[src/hw/rtl/ftn_pkg.sv]
package ftn_pkg;

  // field widths
  localparam int FREQ_W         = 32;
  localparam int REF_W          = 21;
  localparam int FREQ_FRAC_BITS = 12;
  localparam int NOTE_W         = 4;
  localparam int OCT_W          = 6;
  localparam int CENTS_W        = 14;

  localparam logic [REF_W-1:0] REF_A4_RESET = REF_W'(1802240);

  // fixed-point log2: integer part is the leading-one position, 24 fraction bits
  localparam int LOG_FRAC  = 24;
  localparam int EXP_W     = 5;
  localparam int LOG_W     = EXP_W + LOG_FRAC;
  localparam int LOG_CNT_W = 5;
  localparam logic [LOG_CNT_W-1:0] LOG_CNT_LAST = LOG_CNT_W'(LOG_FRAC - 1);

  // log difference and scaling to 1/10000 semitone
  localparam int D_W = 32;
  localparam logic signed [D_W-1:0] LOG_OFFSET =
    D_W'((12 - FREQ_FRAC_BITS) * (1 << LOG_FRAC));
  localparam int T_W = 49;
  localparam logic signed [T_W-1:0] SEMI_SCALE = T_W'(120000);
  // half-unit rounding plus the A4 index, both folded into one add
  localparam logic signed [T_W-1:0] RND_BIAS =
    T_W'((64'sd570000 << LOG_FRAC) + (64'sd1 << (LOG_FRAC - 1)));

  // note rounding by reciprocal multiply, biased so the dividend stays positive
  localparam int IDX_W       = 25;
  localparam int NOTE_SCALE  = 10000;
  localparam int NOTE_BIAS_K = 840;
  localparam logic signed [IDX_W-1:0] NOTE_BIAS =
    IDX_W'(NOTE_SCALE / 2 + NOTE_BIAS_K * NOTE_SCALE);
  localparam int RECIP_SHIFT = 40;
  localparam int RECIP_W     = 27;
  localparam logic [RECIP_W-1:0] RECIP_10K = RECIP_W'((64'd1 << RECIP_SHIFT) / NOTE_SCALE);
  localparam int P_W  = IDX_W + RECIP_W;
  localparam int QT_W = P_W - RECIP_SHIFT;
  localparam int R_W  = 15;

  // octave split by reciprocal multiply
  localparam int NOTES_PER_OCT = 12;
  localparam int OCT_SHIFT     = 16;
  localparam int OCT_RECIP_W   = 13;
  localparam logic [OCT_RECIP_W-1:0] OCT_RECIP =
    OCT_RECIP_W'(((1 << OCT_SHIFT) + NOTES_PER_OCT - 1) / NOTES_PER_OCT);
  localparam int P12_W    = QT_W + OCT_RECIP_W;
  localparam int Q12_W    = P12_W - OCT_SHIFT;
  localparam int OCT_BIAS = NOTE_BIAS_K / NOTES_PER_OCT;
  localparam int OCT_MAX  = (1 << (OCT_W - 1)) - 1;
  localparam int OCT_MIN  = -(1 << (OCT_W - 1));

  // decoupling queue and back pipeline
  localparam int QUEUE_DEPTH = 4;
  localparam int QPTR_W      = 2;
  localparam int SQ_STAGES   = LOG_FRAC;
  localparam int BACK_STAGES = SQ_STAGES + 10;

  typedef enum logic [1:0] {
    RL_IDLE,
    RL_NORM,
    RL_SQR
  } rl_state_e;

  // classified item as it travels from front to back
  typedef struct packed {
    logic             zero;
    logic [EXP_W-1:0] e;
    logic [FREQ_W-1:0] x;
  } item_t;

  // reference log as seen by the back pipeline
  typedef struct packed {
    logic             zero;
    logic [LOG_W-1:0] log;
  } ref_info_t;

  typedef struct packed {
    logic [FREQ_W-1:0] m;
    logic              b;
  } sq_t;

  // position of the most significant set bit, zero for a zero word
  function automatic logic [EXP_W-1:0] msb_pos(input logic [FREQ_W-1:0] x);
    logic [EXP_W-1:0] pos;
    pos = '0;
    for (int i = 0; i < FREQ_W; i++) begin
      if (x[i]) begin
        pos = EXP_W'(i);
      end
    end
    return pos;
  endfunction

  // one log2 fraction bit: square the Q1.31 mantissa and renormalize
  function automatic sq_t sq_step(input logic [FREQ_W-1:0] m);
    logic [2*FREQ_W-1:0] p;
    logic [FREQ_W:0]     s;
    sq_t                 r;
    p = {{FREQ_W{1'b0}}, m} * {{FREQ_W{1'b0}}, m};
    s = p[2*FREQ_W-1:FREQ_W-1];
    if (s[FREQ_W]) begin
      r.m = s[FREQ_W:1];
      r.b = 1'b1;
    end else begin
      r.m = s[FREQ_W-1:0];
      r.b = 1'b0;
    end
    return r;
  endfunction

endpackage

[src/hw/rtl/ftn_queue.sv]
module ftn_queue (
  input  logic           clk_i,
  input  logic           rst_ni,
  input  logic           push_i,
  input  ftn_pkg::item_t data_i,
  output logic           full_o,
  input  logic           pop_i,
  output ftn_pkg::item_t data_o,
  output logic           empty_o
);
  import ftn_pkg::*;

  item_t             entry_q [QUEUE_DEPTH];
  logic [QPTR_W-1:0] wr_ptr_q, rd_ptr_q;
  logic [QPTR_W:0]   count_q, count_d;

  assign full_o  = (count_q == (QPTR_W + 1)'(QUEUE_DEPTH));
  assign empty_o = (count_q == '0);
  assign data_o  = entry_q[rd_ptr_q];

  always_comb begin
    count_d = count_q;
    if (push_i && !pop_i) begin
      count_d = count_q + 1'b1;
    end else if (pop_i && !push_i) begin
      count_d = count_q - 1'b1;
    end
  end

  always_ff @(posedge clk_i or negedge rst_ni) begin
    if (!rst_ni) begin
      wr_ptr_q <= '0;
      rd_ptr_q <= '0;
      count_q  <= '0;
    end else begin
      count_q <= count_d;
      if (push_i) begin
        wr_ptr_q <= wr_ptr_q + 1'b1;
      end
      if (pop_i) begin
        rd_ptr_q <= rd_ptr_q + 1'b1;
      end
    end
  end

  always_ff @(posedge clk_i) begin
    if (push_i) begin
      entry_q[wr_ptr_q] <= data_i;
    end
  end

endmodule

[config.mk]
export PLATFORM = sky130hd
export DESIGN_NAME = ftn_queue
export DESIGN_NICKNAME = d
export VERILOG_FILES = /design/src/hw/rtl/ftn_pkg.sv /design/src/hw/rtl/ftn_queue.sv
export SDC_FILE = /design/constraint.sdc
export NUM_CORES = 1
export LEC_CHECK = 0
export BUFFER_PORTS_ARGS = -buffer_cell sky130_fd_sc_hd__clkbuf_2
export CELL_PAD_IN_SITES_DETAIL_PLACEMENT = 0
export CELL_PAD_IN_SITES_GLOBAL_PLACEMENT = 1
export CORE_AREA = 2 2 157 159
export CTS_CLUSTER_SIZE = 25
export DETAILED_ROUTE_END_ITERATION = 10
export DIE_AREA = 0 0 159 161
export PLACE_DENSITY_LB_ADDON = 0.1
export SYNTH_ARGS = -nofsm -noshare
export SYNTH_HDL_FRONTEND = slang
export SYNTH_SLANG_ARGS = --single-unit
[constraint.sdc]
create_clock -name clk_i -period 3.21 [get_ports clk_i]
set_input_delay 0.642 -clock clk_i [delete_from_list [all_inputs] [get_ports clk_i]]
set_output_delay 0.642 -clock clk_i [all_outputs]
set_load 0.05 [all_outputs]
==> impl_metrics.yaml <==
worst_setup_path:
  critPathBufInv: 2
  crit_type: "flip-flop to output port"
  crit_chain: "buf_4 > mux4_2 > clkbuf_2"
  crit_family: "flip-flops"
  r2r_slack_ns: 1.41
  crit_path_max_fanout: 17
  critPathRequiredTime_ns: 2.57
  cp.arrival_ns: 2.18
  cpMaxStageDelayCell: "dfrtp_4"
  critPathMaxStageDelay_ns: 0.67
  critPathLaunchType: "flip-flop"
  cp-end-kind: "output port"
drt:
  vias: 2657
  via_per_inst: 3.97
  met3_length_um: 573
  wl_per_cell_um: 18.3
  wl_met2_um: 5750
  drc_errors: 0
  finalWirelength_um: 12200
  ant_nets: 0
  drt_first_pass_iters: 4
  top_layer: "met4"
  drt_iter0_drc: 115
  met1_length_um: 5730
clock_tree:
  cts_resized: 0
  cts_made_buffers: 17
  cts_tree: "yes"
  clkLatencyLatePin_ns: 0.41
  clock-sinks: 159
  cts_root_buffer: "clkbuf_16"
  cts_max_level: 4
  holdBufCountCts: 0
  cts_buffer_depth: 2
  cts.clk_slew.worst_paths_ns: 0.06
  post-cts-setup-buffers: 0
sta:
  setup_viol: 0
  skew_ns: 0.00843
  period_needed_ns: 2.82
  setup_slack_ns: 0.385
  max_freq_mhz: 354
  final_max_slew_viol_count: 0
  hold_viol: 0
  final.setup.tns_ns: 0
  fin_crit_sh: 0.880
  rsz0062_at_grt: "false"
  tightest_slew_ns: 0.659
  slew_headroom: 0.560
power_and_ir_drop:
  comb_power_share: 0.352
  leakage_nw: 2.55
  p_seq_frac: 0.363
  clkPwrFrac: 0.285
  sw_frac_of_total: 0.362
  internal_power_w: 0.00516
  vdd_drop_max_mv: 0.420
  power.density_nw_per_um2: 1090
  p_switching_w: 0.00293
yosys:
  mappedNetlistNets: 281
  ys_types: 19
  synth_top_family_by_area: "multiplexers"
  synth_area_um2: 5920
  avgSynthCellArea_um2: 25.4
  syn_inst: 233
  synth-simple-area-share: 0.00824
  synth_xor_area_frac: 0.00887
  ys_ff_latch: 159
  synth_compound_area_frac: 0.000845
  synthMuxAreaShare: 0.146
  synth-adder-area-share: 0.0139
  yosysWarnings: 0
  yosysSeqAreaShare: 0.800
placement:
  placed_cells: 637
  dp_hpwl_um: 7540
  pre_cts_slack_ns: 0.744
  routabilityCongestion: 0.634
  io_buffer_count: 81
layout:
  syn_to_final_growth_pct: 25.6
  drive_above_1_share: 0.467
  instances_no_fill: 669
  num_antenna_cells: 0
  fin_nets: 380
  seqCellArea_um2: 4740
  multi_input_area_um2: 1060
  fill_cells: 2359
global_route:
  grt_overflow_total: 0
  grt_antenna_before_repair: 0
  grt_pass1_vias: 2971
  grt_pass1_wl_um: 18400
  grt_max_degree: 23
  grt.total_usage: 0.100
floorplanning:
  die_width_um: 159
  io_pins: 82
  std_cell_rows: 57
  fp.coreArea_um2: 24000
  initial_core_util: 0.247
  die_y_um: 161
  die_area_um2: 25600
min_path:
  hp-class: "input pin to asynchronous set/reset pin"
job:
  drv_cap: 0
status:
  outcome: "finished clean"
==> cell usage in the layout (no fill, tap or decap) <==
master,count
clkinv_1,1
xor2_1,4
buf_4,2
ha_1,5
mux2_2,1
xnor2_1,2
edfxtp_1,152
clkinvlp_4,1
nor2_1,1
nor3b_1,1
and2_2,4
bufinv_16,7
dfrtp_1,5
nor3_1,1
o21ai_0,1
dfrtp_4,1
nand2_1,2
clkbuf_16,17
inv_1,4
inv_6,1
fa_1,1
clkbuf_2,81
mux4_2,38
buf_12,6
clkbuf_1,4
clkinv_2,1
dfrtp_2,1
==> synthesized netlist by cell type (all sizes together) <==
library cell	n	share of area
xnor2	2	0.0030
dfrtp	7	0.030
nand2	2	0.0013
inv	4	0.0025
o21ai	1	0.00084
edfxtp	152	0.77
mux4	38	0.14
and2	4	0.0042
ha	5	0.011
buf	9	0.019
xor2	4	0.0059
nor2	1	0.00063
fa	1	0.0034
nor3b	1	0.0013
nor3	1	0.00084
mux2	1	0.0019
==> power by group through the flow <==
| stage | Clock [W] | Sequential, W | Combinational (W) |
|---|---|---|---|
| CTS | 0.00236 | 0.00295 | 0.00293 |
| floorplan | 0 | 0.00285 | 0.00234 |
| detailed placement | 0 | 0.00299 | 0.00293 |
| global route | 0.00245 | 0.00299 | 0.00300 |
| finish | 0.00230 | 0.00293 | 0.00284 |
| global placement | 0 | 0.00299 | 0.00293 |
==> registers in the layout, summed over array words and instances (netlist names) <==
name      cells
count_q       3
entry_q     152
rd_ptr_q      2
wr_ptr_q      2
==> metrics by stage <==
stage	power [W]	hold WS, ns	util	area (µm²)
finish	0.00808	0.0670	0.311	7440
global route	0.00844	0.0618	0.311	7440
CTS	0.00825	0.0510	0.311	7440
detailed placement	0.00592	0.487	0.282	6770
global placement	0.00592	0.480	0.282	6770
floorplan	0.00519	0.346	-	5920
==> worst paths after layout <==
check,startpoint,endpoint,depth (start not counted)
worst max register to register,wr_ptr_q[0],entry_q[0][30],4
min in group clk_i,data_i[18],entry_q[3][18],1
worst min-delay path,rst_ni,count_q[1],1
worst max-delay path,rd_ptr_q[0],data_o[4],3
worst min register to register,count_q[2],count_q[2],1
max in group asynchronous,rst_ni,rd_ptr_q[0],1
==> kinds of logic after synthesis <==
logic type,Yosys count
AOI/OAI and AO/OA,1
xor gates and xnor gates,6
adders and majority gates,6
buffers and inverters,13
DFF,159
muxes,39
and+or+nand+nor,9
==> metal layers <==
metal / track usage / vias to the layer above
met5: 0 / -
met4: 0.0409 / 0
met3: 0.0324 / 10
met2: 0.154 / 70
met1: 0.132 / 1404
li1: - / 1173
==> cell type report <==
cell class,count,area share
sequential,159,0.638
multi-input combinational,61,0.143
timing repair buffer,89,0.0726
clock buffer,21,0.0592
tap,324,0.0545
clock inverter,11,0.0316
inverter,4,0.00202
Power figures use the tool's default switching activity.
