<file path="src/hw/rtl/ftn_pkg.sv">
package ftn_pkg;

  // field widths
  localparam int FREQ_W         = 32;
  localparam int REF_W          = 21;
  localparam int FREQ_FRAC_BITS = 12;
  localparam int NOTE_W         = 4;
  localparam int OCT_W          = 6;
  localparam int CENTS_W        = 14;

  localparam logic [REF_W-1:0] REF_A4_RESET = REF_W'(1802240);

  // fixed-point log2: integer part is the leading-one position, 24 fraction bits
  localparam int LOG_FRAC  = 24;
  localparam int EXP_W     = 5;
  localparam int LOG_W     = EXP_W + LOG_FRAC;
  localparam int LOG_CNT_W = 5;
  localparam logic [LOG_CNT_W-1:0] LOG_CNT_LAST = LOG_CNT_W'(LOG_FRAC - 1);

  // log difference and scaling to 1/10000 semitone
  localparam int D_W = 32;
  localparam logic signed [D_W-1:0] LOG_OFFSET =
    D_W'((12 - FREQ_FRAC_BITS) * (1 << LOG_FRAC));
  localparam int T_W = 49;
  localparam logic signed [T_W-1:0] SEMI_SCALE = T_W'(120000);
  // half-unit rounding plus the A4 index, both folded into one add
  localparam logic signed [T_W-1:0] RND_BIAS =
    T_W'((64'sd570000 << LOG_FRAC) + (64'sd1 << (LOG_FRAC - 1)));

  // note rounding by reciprocal multiply, biased so the dividend stays positive
  localparam int IDX_W       = 25;
  localparam int NOTE_SCALE  = 10000;
  localparam int NOTE_BIAS_K = 840;
  localparam logic signed [IDX_W-1:0] NOTE_BIAS =
    IDX_W'(NOTE_SCALE / 2 + NOTE_BIAS_K * NOTE_SCALE);
  localparam int RECIP_SHIFT = 40;
  localparam int RECIP_W     = 27;
  localparam logic [RECIP_W-1:0] RECIP_10K = RECIP_W'((64'd1 << RECIP_SHIFT) / NOTE_SCALE);
  localparam int P_W  = IDX_W + RECIP_W;
  localparam int QT_W = P_W - RECIP_SHIFT;
  localparam int R_W  = 15;

  // octave split by reciprocal multiply
  localparam int NOTES_PER_OCT = 12;
  localparam int OCT_SHIFT     = 16;
  localparam int OCT_RECIP_W   = 13;
  localparam logic [OCT_RECIP_W-1:0] OCT_RECIP =
    OCT_RECIP_W'(((1 << OCT_SHIFT) + NOTES_PER_OCT - 1) / NOTES_PER_OCT);
  localparam int P12_W    = QT_W + OCT_RECIP_W;
  localparam int Q12_W    = P12_W - OCT_SHIFT;
  localparam int OCT_BIAS = NOTE_BIAS_K / NOTES_PER_OCT;
  localparam int OCT_MAX  = (1 << (OCT_W - 1)) - 1;
  localparam int OCT_MIN  = -(1 << (OCT_W - 1));

  // decoupling queue and back pipeline
  localparam int QUEUE_DEPTH = 4;
  localparam int QPTR_W      = 2;
  localparam int SQ_STAGES   = LOG_FRAC;
  localparam int BACK_STAGES = SQ_STAGES + 10;

  typedef enum logic [1:0] {
    RL_IDLE,
    RL_NORM,
    RL_SQR
  } rl_state_e;

  // classified item as it travels from front to back
  typedef struct packed {
    logic             zero;
    logic [EXP_W-1:0] e;
    logic [FREQ_W-1:0] x;
  } item_t;

  // reference log as seen by the back pipeline
  typedef struct packed {
    logic             zero;
    logic [LOG_W-1:0] log;
  } ref_info_t;

  typedef struct packed {
    logic [FREQ_W-1:0] m;
    logic              b;
  } sq_t;

  // position of the most significant set bit, zero for a zero word
  function automatic logic [EXP_W-1:0] msb_pos(input logic [FREQ_W-1:0] x);
    logic [EXP_W-1:0] pos;
    pos = '0;
    for (int i = 0; i < FREQ_W; i++) begin
      if (x[i]) begin
        pos = EXP_W'(i);
      end
    end
    return pos;
  endfunction

  // one log2 fraction bit: square the Q1.31 mantissa and renormalize
  function automatic sq_t sq_step(input logic [FREQ_W-1:0] m);
    logic [2*FREQ_W-1:0] p;
    logic [FREQ_W:0]     s;
    sq_t                 r;
    p = {{FREQ_W{1'b0}}, m} * {{FREQ_W{1'b0}}, m};
    s = p[2*FREQ_W-1:FREQ_W-1];
    if (s[FREQ_W]) begin
      r.m = s[FREQ_W:1];
      r.b = 1'b1;
    end else begin
      r.m = s[FREQ_W-1:0];
      r.b = 1'b0;
    end
    return r;
  endfunction

endpackage

</file>
<file path="src/hw/rtl/ftn_reflog.sv">
module ftn_reflog (
  input  logic                     clk_i,
  input  logic                     rst_ni,
  input  logic                     cfg_we_i,
  input  logic [ftn_pkg::REF_W-1:0] cfg_wdata_i,
  output logic                     busy_o,
  output ftn_pkg::ref_info_t       ref_o
);
  import ftn_pkg::*;

  rl_state_e             state_q, state_d;
  logic [REF_W-1:0]      ref_q;
  logic [LOG_CNT_W-1:0]  cnt_q, cnt_d;
  logic [FREQ_W-1:0]     m_q, m_d;
  logic [LOG_FRAC-1:0]   bits_q, bits_d;
  logic [EXP_W-1:0]      e_q, e_d;
  logic                  zero_q, zero_d;
  sq_t                   sq;

  assign busy_o    = (state_q != RL_IDLE);
  assign ref_o.zero = zero_q;
  assign ref_o.log  = {e_q, bits_q};

  // normalize once, then one squaring per cycle with a shared squarer
  always_comb begin
    state_d = state_q;
    cnt_d   = cnt_q;
    m_d     = m_q;
    bits_d  = bits_q;
    e_d     = e_q;
    zero_d  = zero_q;
    sq      = sq_step(m_q);
    case (state_q)
      RL_IDLE: begin
        state_d = RL_IDLE;
      end
      RL_NORM: begin
        e_d     = msb_pos(FREQ_W'(ref_q));
        m_d     = FREQ_W'(ref_q) << (EXP_W'(FREQ_W - 1) - e_d);
        zero_d  = (ref_q == '0);
        bits_d  = '0;
        cnt_d   = '0;
        state_d = RL_SQR;
      end
      RL_SQR: begin
        m_d    = sq.m;
        bits_d = {bits_q[LOG_FRAC-2:0], sq.b};
        cnt_d  = cnt_q + 1'b1;
        if (cnt_q == LOG_CNT_LAST) begin
          state_d = RL_IDLE;
        end
      end
      default: begin
        state_d = RL_IDLE;
      end
    endcase
    if (cfg_we_i) begin
      state_d = RL_NORM;
    end
  end

  always_ff @(posedge clk_i or negedge rst_ni) begin
    if (!rst_ni) begin
      state_q <= RL_NORM;
      cnt_q   <= '0;
      ref_q   <= REF_A4_RESET;
    end else begin
      state_q <= state_d;
      cnt_q   <= cnt_d;
      if (cfg_we_i) begin
        ref_q <= cfg_wdata_i;
      end
    end
  end

  always_ff @(posedge clk_i) begin
    m_q    <= m_d;
    bits_q <= bits_d;
    e_q    <= e_d;
    zero_q <= zero_d;
  end

endmodule

</file>
<file path="config.mk">
export PLATFORM = sky130hd
export DESIGN_NAME = ftn_reflog
export DESIGN_NICKNAME = d
export VERILOG_FILES = /design/src/hw/rtl/ftn_pkg.sv /design/src/hw/rtl/ftn_reflog.sv
export SDC_FILE = /design/constraint.sdc
export NUM_CORES = 2
export LEC_CHECK = 0
export ABC_AREA = 1
export CORE_AREA = 5 5 290 292
export DETAILED_ROUTE_END_ITERATION = 7
export DIE_AREA = 0 0 295 297
export DONT_BUFFER_PORTS = 1
export PLACE_DENSITY_LB_ADDON = 0.2
export SLEW_MARGIN = 10
export SYNTH_ARGS = -nofsm -noshare
export SYNTH_HDL_FRONTEND = slang
export SYNTH_SLANG_ARGS = --single-unit
</file>
<file path="constraint.sdc">
create_clock -name clk_i -period 9.4 [get_ports clk_i]
set_clock_uncertainty 0.2 [all_clocks]
set_input_delay 0.47 -clock clk_i [delete_from_list [all_inputs] [get_ports clk_i]]
set_output_delay 0.47 -clock clk_i [all_outputs]
set_load 0.01 [all_outputs]
</file>
==> flow_summary.yaml <==
run_status:
  status: "complete, no violations"
final_layout:
  layout-drive-gt1-share_pct: 3.067
  area_growth_pct: 4.797
  fillers: 8171
  antenna-diode-count: 0
  fin_cells: 5146
  fin_area_sq_um: 36270
  final_nets: 5188
route:
  firstDrtPassIters: 6
  wire_per_inst_microns: 17.11
  routed_wl_microns: 88060
  drc: 0
  detail_route.iter0.violations: 1531
  vias_per_cell: 4.849
  postRouteAntennaNets: 0
  vias: 24960
clock_network:
  clkSlewWorstSetupHoldPaths_ns: 0.07
  cts_tree: "yes"
  post_cts_buffers: 0
  clock_sinks: 90
  insertion_delay_ns: 0.35
  cts_buffers: 9
  htreeDepth: 3
  cts-root-buf: "clkbuf_16"
  clockBufferDepth: 2
synth:
  ys_ff_latch: 90
  synth.avg_cell_area_sq_um: 8.393
  async_reset_ff_share_pct: 31.11
  yosysWarnings: 0
  yosysSeqAreaShare_pct: 7.425
  synth_edf_count: 62
  synth_top_area_share_pct: 45.75
  synth_area_leaders: "fa_1, inv_1, ha_1, nand2_1, edfxtp_1"
  synth_ff_type: "edfxtp_1"
  synth_common_cells: "inv_1, fa_1, nand2_1, ha_1, nand3_1"
  syn-cell-area_sq_um: 34610
  yosysMostFrequentCell: "inv_1"
  syn_nets: 5241
  yosys.area.top_type: "fa_1"
  syn-instance-count: 4124
  synth.distinct_cells: 57
hold_path:
  hp-class: "in2reg"
timing:
  final.setup.worst_slack_ns: 0.6059
  max_slew.worst_pin.slew_ns: 1.273
  relSlewSlack_pct: 15.11
  maxSlewViolCount: 0
  finalHoldViolCount: 0
  min_period_ns: 8.794
  grt_setup_unrepaired: "no"
  setup_viol: 0
  clock.fmax_ghz: 0.1137
  fin_setup_tns_ns: 0
  fin_crit_sh_pct: 93.55
floorplan:
  core_area_sq_um: 81320
  num_rows: 105
  ios: 55
  die_area_sq_um: 87620
  die_h_microns: 297
  die_w_microns: 295
  start_util_pct: 42.56
critical_path:
  cpLargestDelayFamily: "adder cells"
  required_ns: 9.29
  crit_top_cell: "fa_1"
  crit_path_end_kind: "flip-flop"
  path_class: "reg2reg"
  crit_fanout: 21
  slowest_stage: "edfxtp_1"
  arrival_ns: 8.68
  start_kind: "flip-flop"
  cp.buffers_inverters: 6
  worst_path_largest_cell_delay_ns: 1.20
grt:
  grt_pass1_vias: 27380
  grt_max_degree: 64
  gr-total-overflow: 0
  track_usage_pct: 20.86
  grt_antenna_before_repair: 1
  grt_pass1_wl_microns: 145800
placement:
  dpl_cell_area_sq_um: 35960
  post-place-ws_ns: 0.6444
  place.gp.congestion: 0.9590
  hpwl_microns: 74160
  placed_cells: 5127
  numPortBuffers: 0
flow_run:
  cap_violations: 0
-- sequential cells by signal (all words and copies together) (netlist names) --
name	cells
m_q	32
bits_q	24
ref_q	21
cnt_q	5
e_q	5
state_q	2
zero_q	1
-- cell families after synthesis --
logic type                 share of synthesized area [%]
buffers and inverters                              16.21
adders and majority gates                          56.67
and+or+nand+nor                                    12.87
AOI/OAI and AO/OA                                  4.913
DFF                                                7.425
xor gates and xnor gates                           1.923
-- worst reg2reg max path, delay by kind of cell (launching register included) --
| family | cells | cell delay [ns] |
|---|---|---|
| AOI/OAI and AO/OA | 6 | 1.29 |
| buffers and inverters | 6 | 0.31 |
| xor gates and xnor gates | 1 | 0.17 |
| DFF | 1 | 1.20 |
| adders and majority gates | 9 | 4.37 |
| and+or+nand+nor | 6 | 1.01 |
-- worst paths after layout --
check / start / end / slack [ns] / depth (start not counted)
setup / recovery: m_q[7] / m_q[22] / 0.61 / 28
hold / removal: cfg_we_i / ref_q[18] / 0.03 / 1
setup reg to reg: m_q[7] / m_q[22] / 0.61 / 28
hold reg to reg: cnt_q[0] / cnt_q[0] / 0.32 / 1
max in group asynchronous: rst_ni / ref_q[15] / 8.42 / 2
min in group asynchronous: rst_ni / state_q[1] / 0.35 / 2
-- through the flow --
stage / hold slack, ns / utilization, %
after floorplan: -0.02559 / -
final: 0.03044 / 44.60
after detailed placement: -0.02454 / 44.22
after global routing: 0.02129 / 44.60
after CTS: 0.02257 / 44.60
after global placement: -0.02463 / 44.22
-- repair_timing --
item                                   4_1_cts  5_1_grt
endpoints found under the hold margin       33        0
resized for setup                            0        0
hold buffers                                 3        0
-- cells in the final DEF (no fill, tap or decap), types with 9 or more instances in the layout --
| cell type | synthesis | routed |
|---|---|---|
| a21oi_1 | 106 | 106 |
| a31oi_1 | 34 | 34 |
| buf_4 | 3 | 61 |
| clkbuf_16 | 0 | 9 |
| dfrtp_1 | 22 | 22 |
| edfxtp_1 | 62 | 62 |
| fa_1 | 791 | 791 |
| ha_1 | 302 | 301 |
| inv_1 | 1341 | 1341 |
| nand2_1 | 769 | 769 |
| nand3_1 | 147 | 147 |
| nand4_1 | 9 | 9 |
| nor2_1 | 126 | 126 |
| nor4_1 | 9 | 9 |
| o21a_1 | 11 | 11 |
| o21ai_0 | 73 | 72 |
| o21bai_1 | 16 | 16 |
| xnor2_1 | 31 | 31 |
| xor2_1 | 45 | 45 |
-- cell type report --
class                           count  area, sq um  share of cell area, %
Clock inverter                      5        37.54                 0.1035
Inverter                         1348         5060                  13.95
Sequential cell                    90         2570                  7.085
Multi-Input combinational cell   2553        26440                  72.88
Clock buffer                       11        232.7                 0.6416
Tap cell                         1070         1339                  3.691
Timing Repair Buffer               69        598.1                  1.649
-- metal layers --
| metal | vias to the layer above | share of wire (%) | global-route usage, % |
|---|---|---|---|
| li1 | 11800 | - | - |
| met1 | 12480 | 44 | 28.56 |
| met2 | 544 | 50 | 36.45 |
| met3 | 132 | 4.0 | 1.605 |
| met4 | 0 | 2.6 | 4.622 |
| met5 | - | 0 | 0 |
Power is left out: the tool's default activity adds up to more than one toggle a clock period on the data nets, which glitch-free logic cannot reach.
