===== src/hw/rtl/ftn_pkg.sv =====
package ftn_pkg;

  // field widths
  localparam int FREQ_W         = 32;
  localparam int REF_W          = 21;
  localparam int FREQ_FRAC_BITS = 12;
  localparam int NOTE_W         = 4;
  localparam int OCT_W          = 6;
  localparam int CENTS_W        = 14;

  localparam logic [REF_W-1:0] REF_A4_RESET = REF_W'(1802240);

  // fixed-point log2: integer part is the leading-one position, 24 fraction bits
  localparam int LOG_FRAC  = 24;
  localparam int EXP_W     = 5;
  localparam int LOG_W     = EXP_W + LOG_FRAC;
  localparam int LOG_CNT_W = 5;
  localparam logic [LOG_CNT_W-1:0] LOG_CNT_LAST = LOG_CNT_W'(LOG_FRAC - 1);

  // log difference and scaling to 1/10000 semitone
  localparam int D_W = 32;
  localparam logic signed [D_W-1:0] LOG_OFFSET =
    D_W'((12 - FREQ_FRAC_BITS) * (1 << LOG_FRAC));
  localparam int T_W = 49;
  localparam logic signed [T_W-1:0] SEMI_SCALE = T_W'(120000);
  // half-unit rounding plus the A4 index, both folded into one add
  localparam logic signed [T_W-1:0] RND_BIAS =
    T_W'((64'sd570000 << LOG_FRAC) + (64'sd1 << (LOG_FRAC - 1)));

  // note rounding by reciprocal multiply, biased so the dividend stays positive
  localparam int IDX_W       = 25;
  localparam int NOTE_SCALE  = 10000;
  localparam int NOTE_BIAS_K = 840;
  localparam logic signed [IDX_W-1:0] NOTE_BIAS =
    IDX_W'(NOTE_SCALE / 2 + NOTE_BIAS_K * NOTE_SCALE);
  localparam int RECIP_SHIFT = 40;
  localparam int RECIP_W     = 27;
  localparam logic [RECIP_W-1:0] RECIP_10K = RECIP_W'((64'd1 << RECIP_SHIFT) / NOTE_SCALE);
  localparam int P_W  = IDX_W + RECIP_W;
  localparam int QT_W = P_W - RECIP_SHIFT;
  localparam int R_W  = 15;

  // octave split by reciprocal multiply
  localparam int NOTES_PER_OCT = 12;
  localparam int OCT_SHIFT     = 16;
  localparam int OCT_RECIP_W   = 13;
  localparam logic [OCT_RECIP_W-1:0] OCT_RECIP =
    OCT_RECIP_W'(((1 << OCT_SHIFT) + NOTES_PER_OCT - 1) / NOTES_PER_OCT);
  localparam int P12_W    = QT_W + OCT_RECIP_W;
  localparam int Q12_W    = P12_W - OCT_SHIFT;
  localparam int OCT_BIAS = NOTE_BIAS_K / NOTES_PER_OCT;
  localparam int OCT_MAX  = (1 << (OCT_W - 1)) - 1;
  localparam int OCT_MIN  = -(1 << (OCT_W - 1));

  // decoupling queue and back pipeline
  localparam int QUEUE_DEPTH = 4;
  localparam int QPTR_W      = 2;
  localparam int SQ_STAGES   = LOG_FRAC;
  localparam int BACK_STAGES = SQ_STAGES + 10;

  typedef enum logic [1:0] {
    RL_IDLE,
    RL_NORM,
    RL_SQR
  } rl_state_e;

  // classified item as it travels from front to back
  typedef struct packed {
    logic             zero;
    logic [EXP_W-1:0] e;
    logic [FREQ_W-1:0] x;
  } item_t;

  // reference log as seen by the back pipeline
  typedef struct packed {
    logic             zero;
    logic [LOG_W-1:0] log;
  } ref_info_t;

  typedef struct packed {
    logic [FREQ_W-1:0] m;
    logic              b;
  } sq_t;

  // position of the most significant set bit, zero for a zero word
  function automatic logic [EXP_W-1:0] msb_pos(input logic [FREQ_W-1:0] x);
    logic [EXP_W-1:0] pos;
    pos = '0;
    for (int i = 0; i < FREQ_W; i++) begin
      if (x[i]) begin
        pos = EXP_W'(i);
      end
    end
    return pos;
  endfunction

  // one log2 fraction bit: square the Q1.31 mantissa and renormalize
  function automatic sq_t sq_step(input logic [FREQ_W-1:0] m);
    logic [2*FREQ_W-1:0] p;
    logic [FREQ_W:0]     s;
    sq_t                 r;
    p = {{FREQ_W{1'b0}}, m} * {{FREQ_W{1'b0}}, m};
    s = p[2*FREQ_W-1:FREQ_W-1];
    if (s[FREQ_W]) begin
      r.m = s[FREQ_W:1];
      r.b = 1'b1;
    end else begin
      r.m = s[FREQ_W-1:0];
      r.b = 1'b0;
    end
    return r;
  endfunction

endpackage


===== src/hw/rtl/ftn_front.sv =====
module ftn_front (
  input  logic                      clk_i,
  input  logic                      rst_ni,
  input  logic                      in_valid_i,
  output logic                      in_stall_o,
  input  logic [ftn_pkg::FREQ_W-1:0] frequency_i,
  input  logic                      hold_i,
  input  logic                      q_full_i,
  output logic                      q_push_o,
  output ftn_pkg::item_t            q_data_o
);
  import ftn_pkg::*;

  logic  vld_q, vld_d;
  item_t item_q;
  logic  ready;
  logic  accept;

  // front register frees up when its item moves into the queue
  assign ready      = !vld_q || !q_full_i;
  assign in_stall_o = !ready || hold_i;
  assign accept     = in_valid_i && !in_stall_o;
  assign q_push_o   = vld_q && !q_full_i;
  assign q_data_o   = item_q;

  always_comb begin
    vld_d = vld_q;
    if (accept) begin
      vld_d = 1'b1;
    end else if (q_push_o) begin
      vld_d = 1'b0;
    end
  end

  always_ff @(posedge clk_i or negedge rst_ni) begin
    if (!rst_ni) begin
      vld_q <= 1'b0;
    end else begin
      vld_q <= vld_d;
    end
  end

  // classify on transfer: zero check and leading-one position
  always_ff @(posedge clk_i) begin
    if (accept) begin
      item_q.zero <= (frequency_i == '0);
      item_q.e    <= msb_pos(frequency_i);
      item_q.x    <= frequency_i;
    end
  end

endmodule


===== config.mk =====
export PLATFORM = sky130hd
export DESIGN_NAME = ftn_front
export DESIGN_NICKNAME = d
export VERILOG_FILES = /design/src/hw/rtl/ftn_pkg.sv /design/src/hw/rtl/ftn_front.sv
export SDC_FILE = /design/constraint.sdc
export NUM_CORES = 1
export LEC_CHECK = 0
export ABC_AREA = 1
export BUFFER_PORTS_ARGS = -buffer_cell sky130_fd_sc_hd__buf_2
export CORE_UTILIZATION = 30
export CTS_CLUSTER_SIZE = 8
export DETAILED_ROUTE_END_ITERATION = 16
export HOLD_SLACK_MARGIN = 0.03
export PLACE_DENSITY = 0.63
export SLEW_MARGIN = 0
export SYNTH_ARGS = -nofsm -noshare
export SYNTH_HDL_FRONTEND = slang
export SYNTH_SLANG_ARGS = --single-unit

===== constraint.sdc =====
create_clock -name clk_i -period 3.8 [get_ports clk_i]
set_clock_uncertainty 0.05 [all_clocks]
set_input_delay 0 -clock clk_i [delete_from_list [all_inputs] [get_ports clk_i]]
set_output_delay 0 -clock clk_i [all_outputs]
set_load 0.01 [all_outputs]

==> results.toml, run 1 <==
[synthesis]
synth.area.top_cells = "sky130_fd_sc_hd__edfxtp_1 (71%), sky130_fd_sc_hd__nand2_1 (9.8%), sky130_fd_sc_hd__inv_1 (6.0%), sky130_fd_sc_hd__nor2_1 (2.6%), sky130_fd_sc_hd__bufinv_8 (2.2%)"
synthDominantAreaCellType = "sky130_fd_sc_hd__edfxtp_1"
post_synth_mux_area_share_pct = 0
yosys_register_bits = 39
synth_xor_area_share_pct = 0
post_synth_instance_area_um2 = 1610
syn_inst = 143
synth.distinct_cells = 13
largest_family_of_logic_cells_by_synthesized_area = "simple AND/OR/NAND/NOR gates"
synth.yosys.seq_area_share_pct = 72.2
postSynthNetCount = 180
post-synth-top-area-fraction_pct = 70.7
synth_compound_gate_area_share_pct = 2.48
synth_simple_gate_area_share_pct = 16.4
yosys_warnings = 0
synthAdderAreaFrac_pct = 0
avgSynthCellArea_um2 = 11.3

[finish]
num_antenna_cells = 0
fill_cells = 514
mostFrequentLayoutCells = "sky130_fd_sc_hd__buf_2 (76), sky130_fd_sc_hd__nand2_1 (42), sky130_fd_sc_hd__edfxtp_1 (38)"
layout_cell_share_with_drive_strength_beyond_1_pct = 33.8
nets = 299
syn2layout_area_growth_pct = 58.4
layout_commonest_cell = "sky130_fd_sc_hd__buf_2"

[floorplan]
num_rows = 26
coreArea_um2 = 5140
initial_utilization_pct = 31.4
die-height_um = 75.4
pin_count = 77
floorplan.die.width_um = 75.4
floorplan.die_area_um2 = 5680

[clock_network]
post_cts_resize_count = 0
clk_path_buf_depth = 2
clock_tree_from_tritoncts = "yes"
cts-buffers-inserted = 5
cts-hold-fix-buffers = 36
clkLatencyLatePin_ns = 0.28
h-tree-depth = 2
clk_transition_reported_paths_ns = 0.07
clock_sinks = 39
ctsRootBufferMaster = "sky130_fd_sc_hd__clkbuf_8"
cts_setup_buffers = 0

[grt]
number_of_global_route_vias_before_repair = 1209
antenna_found_initial = 0
pin_count_of_the_biggest_net_entering_global_routing = 39
grt_first_pass_wirelength_um = 5200
grt_usage_pct = 12.7
globalRouteOverflowTotal = 0

[power]
switching_share_pct = 21.5
power_density_nw_per_um2 = 373
p_sw_uw = 205
share_comb_of_total_power_pct = 12.9
cellLeakagePower_nw = 1.17
power.sequential.fraction_pct = 52.1
max-vdd-ir-drop_mv = 0.180
clock_power_share_pct = 35.0
internal-power_uw = 749

[detailed_routing]
detail_route.vias_per_cell = 3.95
first_pass_iters = 4
finalWirelength_um = 3460
detail_route.iter0.violations = 40
via_count = 1315
drt.antenna.violating_nets = 0
wire_per_inst_um = 10.4
detail_route.drc_violations = 0

[min_path]
holdCritPathClass = "input pin to output pin"

[setup_path]
worst_path_dominant_cell_family = "simple AND/OR/NAND/NOR gates"
required_ns = 3.79
timing.critical_path.mode_cell = "sky130_fd_sc_hd__nand2_1"
crit_path_start_kind = "input pin"
critical_path_arrival_ns = 2.00
crit_path_end_kind = "register"
critical-path-slowest-cell = "sky130_fd_sc_hd__dlygate4sd3_1"
timing.critical_path.fanout_max = 3
cp_num_buf_inv = 3
timing.setup.critical_path_class = "input pin to register"
critical-path-max-stage-delay_ns = 0.53

[timing]
finalWorstPathRequiredPeriod_ns = 2.01
worstMarginPinSlew_ns = 1.03
achievable-frequency_ghz = 0.498
timing.final.crit_share_pct = 52.8
maxSlewHeadroom_pct = 31.2
finalSetupTns_ns = 0
setup_ws_ns = 1.79
timing_max_transition_violations_final = 0
final-setup-viol-count = 0
final_hold_viol_count = 0
grt_setup_unrepaired = "no"

[run_status]
run_status = "finished, final reports clean"

[run]
cap_viol_max_count = 0

[placed_design]
post-place-ws_ns = 1.97
io_buffer_count = 76
gp_congestion = 0.682
detailed_place_hpwl_um = 2350
[cells in the mapped netlist (all sizes together)]
library cell  instances
a21oi                 4
bufinv                2
dfrtp                 1
edfxtp               38
inv                  29
nand2                42
nand3                 7
nor2                 11
nor3                  1
nor4                  4
o21ai                 4
[worst reg2reg max path, stage by stage (launching register included)]
cell                      delay, ns
sky130_fd_sc_hd__dfrtp_1       0.38
sky130_fd_sc_hd__nand2_1       0.08
sky130_fd_sc_hd__nand2_1       0.09
sky130_fd_sc_hd__nor2_4        0.78
[sequential cells by signal, indices dropped and copies added, names as in the netlist]
register and count:
q_data_o 38, vld_q 1
[path summary, 6_finish.rpt]
path                              startpoint                    endpoint  slack [ns]  cells past startpoint
min in group asynchronous             rst_ni           vld_q$_DFFE_PN0P_        0.50                      3
min reg2reg                vld_q$_DFFE_PN0P_      q_data_o[18]$_DFFE_PP_        0.89                      3
max in group asynchronous             rst_ni           vld_q$_DFFE_PN0P_        3.10                      3
min                                 q_full_i                    q_push_o        0.20                      3
max reg2reg                vld_q$_DFFE_PN0P_       q_data_o[7]$_DFFE_PP_        2.01                      3
max                           frequency_i[2]  q_data_o[32]$_SDFFCE_PP1P_        1.79                     31
[area by class of cell]
cell class                 instances  area, um2  share of cell area [%]
clock buffer                       5       68.8                    2.69
timing repair buffer             112        741                    29.0
sequential                        39       1170                    45.6
multi-input combinational         73        312                    12.2
inverter                          31        144                    5.63
tap                               70       87.6                    3.42
clock inverter                     3       38.8                    1.52
[routing by layer]
layer	vias to the layer above	wire (um)	GRT usage [%]
met5	-	0	0
met4	0	54	4.32
met3	4	204	4.23
met2	48	1700	22.8
met1	565	1510	14.1
li1	698	-	-
[logic make-up after synthesis]
| logic type | Yosys count |
|---|---|
| and+or+nand+nor | 65 |
| DFF | 39 |
| buffers and inverters | 31 |
| AOI/OAI and AO/OA | 8 |
[stage by stage]
| stage | instances | utilization [%] | instance area, um2 | power, mW | hold WS (ns) |
|---|---|---|---|---|---|
| 2_1_floorplan | 143 | - | 1610 | 0.553 | -0.346 |
| 3_3_place_gp | 289 | 40.7 | 2090 | 0.600 | -0.275 |
| 3_5_place_dp | 289 | 40.7 | 2090 | 0.603 | -0.272 |
| 4_1_cts | 333 | 49.8 | 2560 | 0.967 | 0.198 |
| 5_1_grt | 333 | 49.8 | 2560 | 0.994 | 0.224 |
| 6_report | 333 | 49.8 | 2560 | 0.954 | 0.196 |
[power groups by stage]
stage	Combinational, mW	Sequential (mW)	Clock [mW]
2_1_floorplan	0.0360	0.517	0
3_3_place_gp	0.0943	0.506	0
3_5_place_dp	0.0959	0.507	0
4_1_cts	0.125	0.497	0.345
5_1_grt	0.140	0.499	0.355
6_report	0.123	0.497	0.334
Power figures use the tool's default switching activity.
==> run 2, diff against run 1 <==
--- a/config.mk
+++ b/config.mk
@@ -11,7 +11,7 @@
 export CTS_CLUSTER_SIZE = 8
 export DETAILED_ROUTE_END_ITERATION = 16
 export HOLD_SLACK_MARGIN = 0.03
-export PLACE_DENSITY = 0.63
+export PLACE_DENSITY = 0.65
 export SLEW_MARGIN = 0
 export SYNTH_ARGS = -nofsm -noshare
 export SYNTH_HDL_FRONTEND = slang
==> constraint.sdc (replaced) <==
create_clock -name clk_i -period 1.83 [get_ports clk_i]
set_clock_uncertainty 0.05 [all_clocks]
set_input_delay 0 -clock clk_i [delete_from_list [all_inputs] [get_ports clk_i]]
set_output_delay 0 -clock clk_i [all_outputs]
set_load 0.01 [all_outputs]
==> run 2 against run 1 <==
- combinational power rose by 120%
- cell area is 4.1% higher
- register-to-register slack lost 1.5 ns
- utilization up 2.0 points
- sequential share of layout area shrank 1.8 points
- highest routed layer unchanged
==> results.toml, run 2 (synthesis results as in run 1) <==
[detailed_routing]
finalWirelength_um = 3670
detail_route.drc_violations = 0
wire_per_inst_um = 10.9
via_count = 1353
first_pass_iters = 4
detail_route.vias_per_cell = 4.03
drt.antenna.violating_nets = 0
detail_route.iter0.violations = 38

[finish]
layout_cell_share_with_drive_strength_beyond_1_pct = 34.6
num_antenna_cells = 0
layout_commonest_cell = "sky130_fd_sc_hd__buf_2"
nets = 302
final_core_util_pct = 51.8
syn2layout_area_growth_pct = 65.0
largest_reg_flops = 38
fill_cells = 495
mostFrequentLayoutCells = "sky130_fd_sc_hd__buf_2 (70), sky130_fd_sc_hd__nand2_1 (42), sky130_fd_sc_hd__edfxtp_1 (38)"

[timing]
finalWorstPathRequiredPeriod_ns = 1.62
grt_setup_unrepaired = "no"
worstMarginPinSlew_ns = 0.430
final_hold_viol_count = 0
final-setup-viol-count = 0
setup_ws_ns = 0.212
finalSetupTns_ns = 0
maxSlewHeadroom_pct = 71.1
timing.final.crit_share_pct = 88.4
timing_max_transition_violations_final = 0
achievable-frequency_ghz = 0.618

[grt]
globalRouteOverflowTotal = 0
grt_first_pass_wirelength_um = 5490
pin_count_of_the_biggest_net_entering_global_routing = 24
number_of_global_route_vias_before_repair = 1279
antenna_found_initial = 0
grt_usage_pct = 13.3

[min_path]
hold_depth = 1
holdCritPathClass = "input pin to register"
holdCritStartpoint = "frequency_i[11]"
worst_hold_path.endpoint = "q_data_o[11]$_DFFE_PP_"

[setup_path]
timing.reg2reg.worst_path_depth = 4
timing.setup.critical_path_class = "input pin to register"
ff2ff_setup_slack_ns = 0.50
critical-path-max-stage-delay_ns = 0.53
required_ns = 1.91
crit_path_start_kind = "input pin"
critical-path-slowest-cell = "sky130_fd_sc_hd__dlygate4sd3_1"
crit_path_end_kind = "register"
r2r_start = "vld_q$_DFFE_PN0P_"
critical_path_arrival_ns = 1.69
timing.critical_path.fanout_max = 3
critical_path.reg2reg.endpoint = "q_data_o[3]$_DFFE_PP_"
path_cells = "dlygate4sd3_1 > buf_2 > nor2_2 > inv_1 > nor3_2 > inv_2 > nor4_1 > buf_4 > nand2_1 > nor4_2"

[placed_design]
post-place-ws_ns = 0.0653
io_buffer_count = 76
detailed_place_hpwl_um = 2500
gp_congestion = 0.656

[clock_network]
clock_sinks = 39
clk_path_buf_depth = 2
clkLatencyLatePin_ns = 0.29
clock_tree_from_tritoncts = "yes"
cts-buffers-inserted = 5
h-tree-depth = 2
ctsRootBufferMaster = "sky130_fd_sc_hd__clkbuf_8"
clk_transition_reported_paths_ns = 0.08

[floorplan]
floorplan.die.width_um = 75.4
floorplan.die_area_um2 = 5680
num_rows = 26
initial_utilization_pct = 31.4
pin_count = 77
die-height_um = 75.4
coreArea_um2 = 5140

[power]
max-vdd-ir-drop_mv = 0.392
power_density_nw_per_um2 = 810
cellLeakagePower_nw = 1.26

[run_status]
run_status = "finished, final reports clean"

[run]
cap_viol_max_count = 0
[run 2: changes by cell type in the layout (fill, tap and decap cells not counted), sizes merged]
| cell | before | now |
|---|---|---|
| dlygate4sd3 | 36 | 34 |
| clkinvlp | 0 | 1 |
| buf | 76 | 75 |
| bufinv | 3 | 4 |
| clkinv | 2 | 0 |
| dlymetal6s4s | 0 | 6 |
[run 2: area by class of cell]
class | count | area [um2] | area share [%]
timing repair buffer | 115 | 803 | 30.2
clock buffer | 5 | 68.8 | 2.58
sequential | 39 | 1170 | 43.8
multi-input combinational | 73 | 325 | 12.2
tap | 70 | 87.6 | 3.29
clock inverter | 3 | 67.6 | 2.54
inverter | 31 | 144 | 5.40
[run 2: worst max-delay path by stage]
stage / startpoint / cells after the start / endpoint
global placement: frequency_i[2] / 30 / q_data_o[32]$_SDFFCE_PP1P_
floorplan: vld_q$_DFFE_PN0P_ / 3 / q_data_o[0]$_DFFE_PP_
detailed placement: frequency_i[2] / 30 / q_data_o[32]$_SDFFCE_PP1P_
global route: frequency_i[31] / 10 / q_data_o[37]$_DFFE_PP_
CTS: frequency_i[9] / 24 / q_data_o[32]$_SDFFCE_PP1P_
finish: frequency_i[31] / 10 / q_data_o[37]$_DFFE_PP_
[run 2: metrics by stage]
stage | instances | hold WS (ns) | power, mW | area (um2)
floorplan | 143 | -0.346 | 1.15 | 1620
global placement | 292 | -0.275 | 1.25 | 2110
detailed placement | 292 | -0.271 | 1.25 | 2110
CTS | 336 | 0.0743 | 2.17 | 2610
global route | 336 | 0.0103 | 2.24 | 2660
finish | 336 | 0.00439 | 2.16 | 2660
[run 2: power by group]
| part | switching (mW) | internal, mW |
|---|---|---|
| Clock | 0.312 | 0.544 |
| Combinational | 0.128 | 0.142 |
| Sequential | 0.00807 | 1.02 |
| Total | 0.448 | 1.71 |
[run 2: worst max-delay path, delay by kind of cell]
| kind | cells | cell delay [ns] |
|---|---|---|
| buf+inv | 5 | 0.98 |
| simple gates | 5 | 0.70 |
[run 2: repair_timing]
item / 4_1_cts / 5_1_grt
endpoints found under the setup margin: 0 / 5
buffers inserted: 0 / 2
hold buffers: 36 / 4
endpoints found under the hold margin: 37 / 4
gates resized for setup: 0 / 9
[run 2: per-layer routing]
metal	share of wire (%)	up-vias	GRT usage, %
met5	0	-	0
met4	0.93	0	4.94
met3	6.1	4	4.10
met2	50	44	23.4
met1	43	597	15.1
li1	-	708	-
==> run 3, diff against run 2 <==
--- a/config.mk
+++ b/config.mk
@@ -12,6 +12,7 @@
 export DETAILED_ROUTE_END_ITERATION = 16
 export HOLD_SLACK_MARGIN = 0.03
 export PLACE_DENSITY = 0.65
+export REMOVE_ABC_BUFFERS = 1
 export SLEW_MARGIN = 0
 export SYNTH_ARGS = -nofsm -noshare
 export SYNTH_HDL_FRONTEND = slang
==> run 3 against run 2 <==
- routed wire length down 4.5%
- combinational power hardly changed
- setup slack improved by 0.060 ns
- non-clock buffer count shrank 1
==> results.toml, run 3 (synthesis results as in run 1) <==
[finish]
layout_commonest_cell = "sky130_fd_sc_hd__buf_2"
syn2layout_area_growth_pct = 60.9
stdcell_area_um2 = 2600
layout_cell_share_with_drive_strength_beyond_1_pct = 34.3
mostFrequentLayoutCells = "sky130_fd_sc_hd__buf_2 (73), sky130_fd_sc_hd__nand2_1 (42), sky130_fd_sc_hd__edfxtp_1 (38)"
fill_cells = 508
ff_latch_area_um2 = 1170
multi_input_area_um2 = 332
largest_reg_flops = 38
num_antenna_cells = 0
nets = 301
finalNonFillerCells = 335

[power]
power_density_nw_per_um2 = 721
cellLeakagePower_nw = 1.20
max-vdd-ir-drop_mv = 0.472

[setup_path]
required_ns = 1.83
r2r_start = "vld_q$_DFFE_PN0P_"
ff2ff_setup_slack_ns = 0.53
critPathLaunch = "frequency_i[13]"
timing.setup.critical_path_class = "input pin to register"
crit_path_start_kind = "input pin"
timing.reg2reg.worst_path_depth = 4
timing.critical_path.fanout_max = 3
crit_path_end_kind = "register"
worstSetupEndpoint = "q_data_o[32]$_SDFFCE_PP1P_"
critical_path_arrival_ns = 1.56
critical_path.reg2reg.endpoint = "q_data_o[30]$_DFFE_PP_"

[run_status]
run_status = "finished, final reports clean"

[run]
cap_viol_max_count = 0

[clock_network]
clock_sinks = 39
ctsRootBufferMaster = "sky130_fd_sc_hd__clkbuf_8"
clk_transition_reported_paths_ns = 0.08
h-tree-depth = 2
clk_path_buf_depth = 2
clkLatencyLatePin_ns = 0.28
clock_tree_from_tritoncts = "yes"
cts-buffers-inserted = 5

[detailed_routing]
first_pass_iters = 4
detail_route.iter0.violations = 43
via_count = 1344
drt.antenna.violating_nets = 0
detail_route.drc_violations = 0
detail_route.vias_per_cell = 4.01
finalWirelength_um = 3510
wire_per_inst_um = 10.5

[grt]
pin_count_of_the_biggest_net_entering_global_routing = 24
use_met1_pct = 15.3
met2_usage_pct = 22.7
grt_use_met3_pct = 4.10
globalRouteOverflowTotal = 0
number_of_global_route_vias_before_repair = 1337
grt_busiest_layer = "met2"
antenna_found_initial = 0
grt_usage_pct = 13.1
grt_first_pass_wirelength_um = 5460

[timing]
maxSlewHeadroom_pct = 72.1
final-setup-viol-count = 0
finalWorstPathRequiredPeriod_ns = 1.56
grt_setup_unrepaired = "no"
hold_slack_ns = 0.0844
setup_ws_ns = 0.272
timing.final.crit_share_pct = 85.1
worstMarginPinSlew_ns = 0.414
timing_max_transition_violations_final = 0
final_hold_viol_count = 0
achievable-frequency_ghz = 0.642
finalSetupTns_ns = 0

[placed_design]
detailed_place_hpwl_um = 2470
dpl_cell_area_um2 = 2100
gp_congestion = 0.682
post-place-ws_ns = 0.0274
io_buffer_count = 76
numPlacedInstances = 291

[min_path]
holdCritStartpoint = "frequency_i[1]"
holdCritPathClass = "input pin to register"

[floorplan]
num_rows = 26
pin_count = 77
floorplan.die.width_um = 75.4
floorplan.die_area_um2 = 5680
initial_utilization_pct = 31.4
die-height_um = 75.4
coreArea_um2 = 5140
[run 3: changes by cell type in the layout (fill, tap and decap cells not counted), moves of 2 or more]
| cell | previous run | this run |
|---|---|---|
| sky130_fd_sc_hd__buf_4 | 5 | 2 |
| sky130_fd_sc_hd__buf_2 | 70 | 73 |
| sky130_fd_sc_hd__bufinv_16 | 2 | 0 |
| sky130_fd_sc_hd__dlymetal6s4s_1 | 6 | 3 |
| sky130_fd_sc_hd__dlygate4sd3_1 | 34 | 36 |
[run 3: final cells by class]
type	instances	area share (%)
sequential	39	44.9
tap	70	3.37
timing repair buffer	114	30.0
multi-input combinational	73	12.8
clock inverter	3	0.771
inverter	31	5.54
clock buffer	5	2.65
[run 3: metrics by stage]
step,power (mW),utilization [%]
final,1.87,50.5
after global routing,1.96,50.5
after CTS,1.89,49.7
after detailed placement,1.25,40.9
after global placement,1.25,40.9
after floorplan,1.15,-
[run 3: how the worst min path moves through the flow]
stage,end,depth (start not counted)
final,q_data_o[37]$_DFFE_PP_,4
after global routing,q_data_o[37]$_DFFE_PP_,4
after CTS,q_data_o[37]$_DFFE_PP_,4
after detailed placement,vld_q$_DFFE_PN0P_,1
after global placement,vld_q$_DFFE_PN0P_,1
after floorplan,vld_q$_DFFE_PN0P_,0
[run 3: power breakdown]
| group | internal, mW | switching [mW] |
|---|---|---|
| logic | 0.139 | 0.128 |
| clock network | 0.265 | 0.310 |
| registers | 1.02 | 0.00789 |
[run 3: critical path, cell delays in order]
cell	delay (ns)
sky130_fd_sc_hd__dlygate4sd3_1	0.54
sky130_fd_sc_hd__buf_2	0.14
sky130_fd_sc_hd__inv_1	0.06
sky130_fd_sc_hd__nand2_1	0.05
sky130_fd_sc_hd__nand2_1	0.05
sky130_fd_sc_hd__nand2_1	0.05
sky130_fd_sc_hd__nand2_1	0.05
sky130_fd_sc_hd__nand2_1	0.04
sky130_fd_sc_hd__nand2_1	0.05
sky130_fd_sc_hd__nand2_1	0.04
sky130_fd_sc_hd__nand2_1	0.05
sky130_fd_sc_hd__nand2_1	0.06
sky130_fd_sc_hd__nand2_1	0.05
sky130_fd_sc_hd__nand2_1	0.04
sky130_fd_sc_hd__nand2_1	0.05
sky130_fd_sc_hd__nand2_1	0.04
sky130_fd_sc_hd__nand2_1	0.05
sky130_fd_sc_hd__nand2_1	0.05
sky130_fd_sc_hd__nand2_1	0.05
sky130_fd_sc_hd__nand2_1	0.04
[run 3: timing repair]
action                     4_1_cts  5_1_grt
resized for setup                0        6
hold buffers                    36        3
setup buffers                    0        0
hold endpoints to repair        39        3
setup endpoints to repair        0        5
[run 3: layer usage]
metal  routed length [um]  share of wire (%)
met5                    0                  0
met4                   34               0.97
met3                  226                6.4
met2                 1710                 49
met1                 1540                 44
